File: config.mk
export PLATFORM = sky130hd
export DESIGN_NAME = insertion_sort_engine_core
export DESIGN_NICKNAME = d
export VERILOG_FILES = /design/src/rtl/ise_pkg.sv /design/src/rtl/ise_cell.sv /design/src/rtl/insertion_sort_engine_core.sv
export SDC_FILE = /design/constraint.sdc
export NUM_CORES = 2
export LEC_CHECK = 0
export BUFFER_PORTS_ARGS = -buffer_cell sky130_fd_sc_hd__buf_4
export CORE_MARGIN = 2
export CORE_UTILIZATION = 55
export DETAILED_ROUTE_END_ITERATION = 7
export PLACE_DENSITY = 0.71
export SYNTH_ARGS = -nofsm -noshare
export SYNTH_HDL_FRONTEND = slang
export SYNTH_SLANG_ARGS = --single-unit
File: constraint.sdc
create_clock -name clock -period 16.8 [get_ports clock]
set_input_delay 0 -clock clock [delete_from_list [all_inputs] [get_ports clock]]
set_output_delay 0 -clock clock [all_outputs]
set_load 0.1 [all_outputs]
File: src/rtl/ise_pkg.sv
// Shared types and constants for the insertion sort engine.
package ise_pkg;

   // Width of the value fields on the item ports.
   localparam int VAL_FIELD_W = 32;

   // Per-cycle command broadcast to every cell of the chain.
   typedef struct packed {
      logic insert;   // place the broadcast value into the chain
      logic drain;    // shift every entry one cell toward the head
   } ise_ctrl_type;

endpackage

File: src/rtl/ise_cell.sv
// One cell of the sorting chain: holds one stored value, compares and shifts.
module ise_cell #(
   parameter int WIDTH = 32
) (
   input  logic                      clock,
   input  ise_pkg::ise_ctrl_type     ctrl,
   input  logic                      occupied,
   input  logic signed [WIDTH-1:0]   new_value,
   input  logic                      prev_greater,
   input  logic signed [WIDTH-1:0]   prev_value,
   input  logic signed [WIDTH-1:0]   next_value,
   output logic                      greater,
   output logic signed [WIDTH-1:0]   value
);
   import ise_pkg::*;

   logic signed [WIDTH-1:0] value_ff;
   logic signed [WIDTH-1:0] value_in;

   // An empty cell counts as larger than anything, so the new value lands
   // at the first free slot when nothing held is larger.
   assign greater = !occupied || (value_ff > new_value);
   assign value   = value_ff;

   always_comb begin
      value_in = value_ff;
      if (ctrl.insert) begin
         if (greater) begin
            value_in = prev_greater ? prev_value : new_value;
         end
      end else if (ctrl.drain) begin
         value_in = next_value;
      end
   end

   always_ff @(posedge clock) begin
      value_ff <= value_in;
   end

endmodule

File: src/rtl/insertion_sort_engine_core.sv
// Top level of the insertion sort engine: cell chain, fill count and output register.
//
//  channel | direction | handshake          | fields
//  --------+-----------+--------------------+--------------------------------------
//  req     | in        | req_valid/req_stall| req_value, req_last
//  rsp     | out       | rsp_valid/rsp_stall| rsp_sorted_value, rsp_end_of_run,
//          |           |                    | rsp_overflow
//
// While collecting, one item is taken every cycle: all cells compare against
// the incoming value and shift in the same cycle.
// After an item marked last, the n stored values leave one per cycle from the
// head cell while rsp_stall lets them; req_stall stays high until the last has left.
// Reset empties the chain (count to zero) and clears the dropped-item flag behind rsp_overflow.
// rsp_stall only holds the output register; the chain waits for it to free up.
module insertion_sort_engine_core #(
   parameter int DEPTH       = 32,
   parameter int VALUE_WIDTH = 32
) (
   input  logic                                   clock,
   input  logic                                   reset,
   input  logic                                   req_valid,
   output logic                                   req_stall,
   input  logic signed [ise_pkg::VAL_FIELD_W-1:0] req_value,
   input  logic                                   req_last,
   output logic                                   rsp_valid,
   input  logic                                   rsp_stall,
   output logic signed [ise_pkg::VAL_FIELD_W-1:0] rsp_sorted_value,
   output logic                                   rsp_end_of_run,
   output logic                                   rsp_overflow
);
   import ise_pkg::*;

   localparam int CW = $clog2(DEPTH + 1);

   typedef enum logic {
      ST_COLLECT,
      ST_DRAIN
   } state_type;

   state_type                      state_ff;
   logic [CW-1:0]                  count_ff;
   logic                           dropped_ff;
   logic                           rsp_valid_ff;
   logic signed [VAL_FIELD_W-1:0]  rsp_value_ff;
   logic                           rsp_eor_ff;
   logic                           rsp_ovf_ff;

   logic                           accept;
   logic                           full;
   logic                           take;
   ise_ctrl_type                   ctrl;
   logic signed [VALUE_WIDTH-1:0]  new_value;
   logic signed [VAL_FIELD_W-1:0]  head_value;

   logic                           greater [DEPTH];
   logic signed [VALUE_WIDTH-1:0]  cell_value [DEPTH];

   assign req_stall = (state_ff != ST_COLLECT);
   assign accept    = req_valid && !req_stall;
   assign full      = (count_ff == CW'(DEPTH));
   assign take      = !rsp_valid_ff || !rsp_stall;

   assign ctrl.insert = accept && !full;
   assign ctrl.drain  = (state_ff == ST_DRAIN) && take;

   // Drop field bits above the stored width; widen with zeros otherwise.
   if (VALUE_WIDTH <= VAL_FIELD_W) begin : g_in_narrow
      assign new_value = req_value[VALUE_WIDTH-1:0];
   end else begin : g_in_wide
      assign new_value = {{(VALUE_WIDTH - VAL_FIELD_W){1'b0}}, req_value};
   end

   if (VALUE_WIDTH < VAL_FIELD_W) begin : g_out_narrow
      assign head_value = {{(VAL_FIELD_W - VALUE_WIDTH){1'b0}}, cell_value[0]};
   end else begin : g_out_wide
      assign head_value = cell_value[0][VAL_FIELD_W-1:0];
   end

   for (genvar i = 0; i < DEPTH; i++) begin : g_cell
      logic                          prev_g;
      logic signed [VALUE_WIDTH-1:0] prev_v;
      logic signed [VALUE_WIDTH-1:0] next_v;

      if (i == 0) begin : g_head
         assign prev_g = 1'b0;
         assign prev_v = new_value;
      end else begin : g_body
         assign prev_g = greater[i-1];
         assign prev_v = cell_value[i-1];
      end

      if (i == DEPTH - 1) begin : g_tail
         assign next_v = cell_value[i];
      end else begin : g_link
         assign next_v = cell_value[i+1];
      end

      ise_cell #(
         .WIDTH (VALUE_WIDTH)
      ) u_cell (
         .clock        (clock),
         .ctrl         (ctrl),
         .occupied     (CW'(i) < count_ff),
         .new_value    (new_value),
         .prev_greater (prev_g),
         .prev_value   (prev_v),
         .next_value   (next_v),
         .greater      (greater[i]),
         .value        (cell_value[i])
      );
   end

   always_ff @(posedge clock) begin
      if (reset) begin
         state_ff     <= ST_COLLECT;
         count_ff     <= '0;
         dropped_ff   <= 1'b0;
         rsp_valid_ff <= 1'b0;
      end else begin
         case (state_ff)
            ST_COLLECT: begin
               if (rsp_valid_ff && !rsp_stall) begin
                  rsp_valid_ff <= 1'b0;
               end
               if (accept) begin
                  if (full) begin
                     dropped_ff <= 1'b1;
                  end else begin
                     count_ff <= count_ff + CW'(1);
                  end
                  if (req_last) begin
                     state_ff <= ST_DRAIN;
                  end
               end
            end
            ST_DRAIN: begin
               if (take) begin
                  rsp_valid_ff <= 1'b1;
                  rsp_value_ff <= head_value;
                  rsp_eor_ff   <= (count_ff == CW'(1));
                  rsp_ovf_ff   <= dropped_ff;
                  count_ff     <= count_ff - CW'(1);
                  // last entry out: close the set
                  if (count_ff == CW'(1)) begin
                     dropped_ff <= 1'b0;
                     state_ff   <= ST_COLLECT;
                  end
               end
            end
            default: begin
               state_ff <= ST_COLLECT;
            end
         endcase
      end
   end

   assign rsp_valid        = rsp_valid_ff;
   assign rsp_sorted_value = rsp_value_ff;
   assign rsp_end_of_run   = rsp_eor_ff;
   assign rsp_overflow     = rsp_ovf_ff;

   a_count_bound: assert property (@(posedge clock) disable iff (reset)
      count_ff <= CW'(DEPTH))
      else $error("fill count beyond depth");

   a_drain_nonempty: assert property (@(posedge clock) disable iff (reset)
      (state_ff == ST_DRAIN) |-> (count_ff != '0))
      else $error("draining an empty chain");

   a_drop_flag: assert property (@(posedge clock) disable iff (reset)
      (accept && full) |=> dropped_ff || (state_ff == ST_DRAIN))
      else $error("dropped item not flagged");

   a_set_closed: assert property (@(posedge clock) disable iff (reset)
      ((state_ff == ST_DRAIN) && take && (count_ff == CW'(1)))
      |=> (count_ff == '0) && !dropped_ff && rsp_valid_ff && rsp_eor_ff)
      else $error("set not closed after final item");

endmodule

After elaboration in Yosys (flattened, before gate mapping)
Index checks and enable logic that the tools add are counted.
Widths: inputs -> output; s select.

operators by class
  equal/unequal tests = 39
  magnitude comparators = 64
  add/sub/neg operators = 2
  bitwise gates (word level) = 2
  muxes and demuxes = 141
  reductions and logical operators = 110

operators with widths
  cell                 number
  $mux 32              124
  $gt 32x32->1         32
  $lt 5x6->1 const A   16
  $ne 2x1->1 const B   33
  $reduce_and 2->1     33
  $lt 4x6->1 const A   8
  $logic_not 1->1      36
  $logic_or 1x1->1     33
  $lt 3x6->1 const A   4
  $mux 6               3
  $lt 1x6->1 const A   2
  $lt 2x6->1 const A   2
  $pmux 6 s2           1
  $mux 1               10
  $ne 2x2->1 const B   4
  $add 6x1->6 const B  1
  $eq 6x1->1 const B   1
  $eq 6x6->1 const B   1
  $pmux 1 s2           3
  $reduce_and 3->1     2
  $sub 6x1->6 const B  1
  $logic_and 1x1->1    4
  $reduce_and 4->1     1
  $not 1->1            2
  $reduce_bool 2->1    1

word-level totals
  bits in registers = 1067
  input bits = 37
  word-level logic and storage cells = 397

Logic depth before layout (Yosys ltp)
  depth after elaboration = 6
  gate-level depth with buffers = 13

By module
A second synthesis with hierarchy kept.

unflattened totals
  cell total of the unflattened synthesis = 8349
  area total of the unflattened synthesis = 80651.1 um^2

modules (own cells, without submodules)
  module                            cells each  area each (um^2)  instances  seq. area each (um^2)
  ise_cell at g_cell[0].u_cell ...  256         2459.9            31         960.9
  ise_cell at g_cell[21].u_cell     256         2453.6            1          960.9
  insertion_sort_engine_core        157         1941.9            1          1201.2

Worst setup path before layout
OpenSTA, ideal clock, no wires.

  kind = input to register
  start point = in req_value[28] (netlist bit)
  end point = reg g_cell[16].u_cell.value_ff[0] (enable)
  slack = 11.133 ns
  buffers on the path = 3
  required time = 16.334 ns
  cell stages on the path = 12
  arrival = 5.202 ns
  cells stage by stage = clkbuf_1 inv_1 ha_1 nand3_1 or3_1 or4_4 nor3_2 nor2_1 a211o_1 buf_6 buf_6 o21ai_0

between the ends
  word-level cells in the longest chain between the ends = 4

RTL lines
  what                        line                              source
  from (decl)                 insertion_sort_engine_core.sv:23  input logic signed [ise_pkg::VAL_FIELD_W-1:0] req_value,
  $gt 32x32->1                ise_cell.sv:22                    assign greater = !occupied || (value_ff > new_value);
  $logic_or 1x1->1            ise_cell.sv:22
  $ne 2x1->1 (no line)        -
  $reduce_and 2->1 (no line)  -
  to (signal assigned)        ise_cell.sv:37                    value_ff <= value_in;
  to (decl)                   ise_cell.sv:17                    logic signed [WIDTH-1:0] value_ff;

No other way between the ends.
A chain may end at the register's enable or synchronous reset.

Worst setup path after layout
  start point = reg count_ff[1]
  end point = reg g_cell[17].u_cell.value_ff[23], data pin

between the ends
  word-level cells in the longest chain between the ends = 6
  elaborated cells between the ends (all ways) = 9
  those cells by class = 1 x order compare; 1 x eq/ne; 3 x mux; 4 x reduce/logical

RTL lines
  what                                      line                               source
  from (decl)                               insertion_sort_engine_core.sv:41   logic [CW-1:0] count_ff;
  from (signal assigned)                    insertion_sort_engine_core.sv:129  count_ff <= count_ff + CW'(1);
  from (signal assigned)                    insertion_sort_engine_core.sv:142  count_ff <= count_ff - CW'(1);
  $lt 5x6->1                                insertion_sort_engine_core.sv:103  .occupied (CW'(i) < count_ff),
  $logic_not 1->1                           ise_cell.sv:22
  $logic_or 1x1->1                          ise_cell.sv:22
  $mux 32                                   ise_cell.sv:29                     value_in = prev_greater ? prev_value : new_value;
  $mux 32                                   ise_cell.sv:28                     if (greater) begin
  $mux 32 (*)                               ise_cell.sv:27                     if (ctrl.insert) begin
  named net g_cell[17].u_cell.value_in[23]  ise_cell.sv:18                     logic signed [WIDTH-1:0] value_in;
  to (signal assigned)                      ise_cell.sv:37
  to (decl)                                 ise_cell.sv:17

Mark *: on every way through the listed nets, which the timed path passes. The rest lies on a longest branch. The select of a mux whose other input is x is not followed.

==> metrics list <==
- First-pass GRT wire length: 366 mm
- Leakage power figure: 0.0348 uW
- Final #Nets: 8436
- The critical path is of the reg -> reg type.
- The cell sitting at the root of the clock tree is a sky130_fd_sc_hd__clkbuf_16.
- The cell count after synthesis came out at around 7500.
* HP Class: in -> reg
- The final hold violation count was 0.
- The count of buffers added on input and output ports is between 70 and 80.
- The initial antenna violation count is 7.
* Reg-to-Reg Start: count_ff[1]$_SDFFE_PP0P_
* Min cycle time layout: 5.89 ns
* Number of DRC violations after detailed-routing iteration 0: 8251
- Yosys mapped a number of flops with a built-in enable equal to approximately 1100.
- Maximum number of pins on one net before global-route repair: 285
- Routability-driven placement congestion ratio: 0.938
- After synthesis, the netlist uses 65 different library cells.
* Per-cell via count in the routed design: 6.84
* First-pass DRT Iterations: 6
- Kind of launch point of the worst setup path: flip-flop
- The setup check on the worst reg-to-reg path leaves a slack of ~11 ns.
- Adding up every negative setup slack in the final design gives 0 ns.
- For this run, the register share of the synthesized area comes to 0.424.
- Async SR Flop Fraction: 0
* Data required time at the worst endpoint: 17.29 ns
- The design draws 9650 uW.
- The run finished with clean final reports.
* Slew at the pin with the worst max-slew slack: 1.28 ns
- Clock tree synthesis inserted a total of 120 buffers.
- Max-cap check violation count: 0
- Number of DRC violations after detailed routing: 0
- Placeable core region: 136000 sq um
* Syn Area/Cell: ~10 sq um
- STA classifies the critical path endpoint as a flip-flop.
- Pin placement for this block handled 73 I/O pins.
- In this run the remaining antenna-violating nets after routing total 0.
- The initial utilization of the core area, before any placement, comes to 0.555.
* Max Clock Freq: 170 MHz
- The endpoint identified for the worst register-to-register timing path is g_cell[17].u_cell.value[23]$_DFFE_PP_.
* Avg WL per Cell: about 26 um
* Worst Setup SP: count_ff[1]$_SDFFE_PP0P_
* Power per Cell Area: about 120 nW/um^2
- Later-pin clock latency in the skew report: 0.75 ns
* Post-synth top flop: sky130_fd_sc_hd__edfxtp_1
- Slew Limit Fails: 0
- Post-route fraction of the period consumed by the critical path: 0.351
* Number of vias in the routed layout: approximately 63000
* Cell count of the worst reg-to-reg path: 11
- The area growth from synthesis to layout is 8.14%.
* CTS H-tree depth: 3
- Worst path arrival time: 6.38 ns
* CTS tree: done
- In this run the core area contains 135 standard-cell rows.
- Area of the die: 140000 sq um
* Most common cell after layout, fill and taps aside: sky130_fd_sc_hd__nand2_1
- RSZ-0062 raised after global routing: no
- The clock arrives with 0.0264 ns of skew.
* Post-synth design cell area: approximately 75000 sq um
- Max VDD drop: 88.8 uV
* Yosys warning count: 0
- CTS saw 1067 sinks.
- Detail Placement HPWL: 178 mm
* Worst setup path end: g_cell[17].u_cell.value[23]$_DFFE_PP_
- Summed over all layers, the routed wires come to 241 mm.
* Buffer depth of the longest clock path: 3
- The worst pin sits at a relative slew slack of 0.143.
- Total global-route track usage: 0.336
* Count of state elements after synthesis: roughly 1100
* Final number of setup-violating endpoints: 0
- The via count of the first global-routing pass came to between 60000 and 70000.
- The number of nets in the synthesized netlist is 8573.
* Floorplan die width: 374 um
- Clock-pin slew was measured on the worst setup and hold paths at 0.06 ns.
- Crit Path Max Fanout: 284
- Most used cells in the layout excluding fill and tap cells: 1259 x sky130_fd_sc_hd__nand2_1, 1058 x sky130_fd_sc_hd__edfxtp_1, 1027 x sky130_fd_sc_hd__ha_1
* Share of layout cells above drive strength 1: 0.0647
- Total global routing overflow: 0
- In this run the vertical extent of the chip is roughly 370 um.
-- repair_timing --
item,4_1_cts,5_1_grt
hold buffers,37,0
gates resized for setup,0,0
buffers inserted,0,0
hold endpoints to repair,494,0
-- cell type report --
cell class | instances | area, sq um
tap | 1781 | 2230
inverter | 96 | 360
antenna | 2 | 5.00
sequential | 1067 | 32000
clock inverter | 70 | 623
timing repair buffer | 230 | 1860
multi-input combinational | 5857 | 41200
clock buffer | 149 | 3190
fill | 11241 | 54200
-- power breakdown --
group	total, uW	leakage (uW)	switching, uW	internal (uW)
combinational	2790	0.0224	1760	1030
clock	2670	0.00188	1160	1500
sequential	4190	0.0106	522	3670
-- registers in the layout, summed over array words and instances (netlist names) --
signal / count
g_cell.u_cell.value: 1024
rsp_sorted_value: 32
count_ff: 6
dropped_ff: 1
req_stall: 1
rsp_end_of_run: 1
rsp_overflow: 1
rsp_valid: 1
-- logic make-up after synthesis --
group | count (synthesis) | synth area share
muxes | 502 | 0.0673
buffers and inverters | 585 | 0.0319
DFF | 1067 | 0.424
AOI/OAI and AO/OA | 1872 | 0.158
xor gates and xnor gates | 5 | 0.000582
adders and majority gates | 1027 | 0.171
and+or+nand+nor | 2451 | 0.147
-- synthesized netlist by cell type (all sizes together) (148+ instances only) --
cell	instances	area share
o211ai	432	0.043
edfxtp	1058	0.42
ha	1027	0.17
clkbuf	341	0.017
nand2	1260	0.063
nand3	532	0.035
o21ai	569	0.038
a21oi	448	0.030
mux2i	470	0.062
nand4	240	0.020
nor2	222	0.011
buf	148	0.010
-- through the flow --
step                hold WS [ns]  setup slack (ns)  area, sq um   util  std cells
floorplan                  0.145             11.13        75300      -       7509
global placement           0.243             11.18        77200  0.569       8994
detailed placement         0.270             11.11        77200  0.569       8994
CTS                       0.0910             11.10        81400  0.600       9250
global route               0.157             10.69        81400  0.600       9250
finish                     0.145             10.91        81400  0.600       9252
-- worst min-delay path by stage --
stage                     startpoint                       end  slack [ns]  depth (start not counted)
after floorplan            rsp_stall    rsp_valid$_SDFFE_PP0P_        0.14                          2
after global placement     rsp_stall    rsp_valid$_SDFFE_PP0P_        0.24                          3
after detailed placement   rsp_stall    rsp_valid$_SDFFE_PP0P_        0.27                          3
after CTS                      reset  count_ff[2]$_SDFFE_PP0P_        0.09                          3
after global routing           reset  count_ff[4]$_SDFFE_PP0P_        0.16                          3
final                          reset  count_ff[2]$_SDFFE_PP0P_        0.14                          3
-- worst max-delay path, stage by stage, from the launching register on --
cell,delay [ns]
sky130_fd_sc_hd__dfxtp_1,0.38
sky130_fd_sc_hd__inv_1,0.10
sky130_fd_sc_hd__ha_1,0.23
sky130_fd_sc_hd__nand2b_1,0.14
sky130_fd_sc_hd__or2_2,0.33
sky130_fd_sc_hd__nor3b_2,0.27
sky130_fd_sc_hd__or3b_4,0.62
sky130_fd_sc_hd__buf_4,0.78
sky130_fd_sc_hd__buf_4,0.83
sky130_fd_sc_hd__buf_12,0.68
sky130_fd_sc_hd__nor2_1,0.46
sky130_fd_sc_hd__a221o_1,0.40
-- layer usage --
metal  global-route usage  share of wire  up-vias
met5                    0        0.00017        -
met4                0.137          0.043        4
met3               0.0595           0.10      470
met2                0.497           0.43     3340
met1                0.486           0.43    30784
li1                     -              -    28645
No activity file was read; power rests on OpenSTA's default activity.
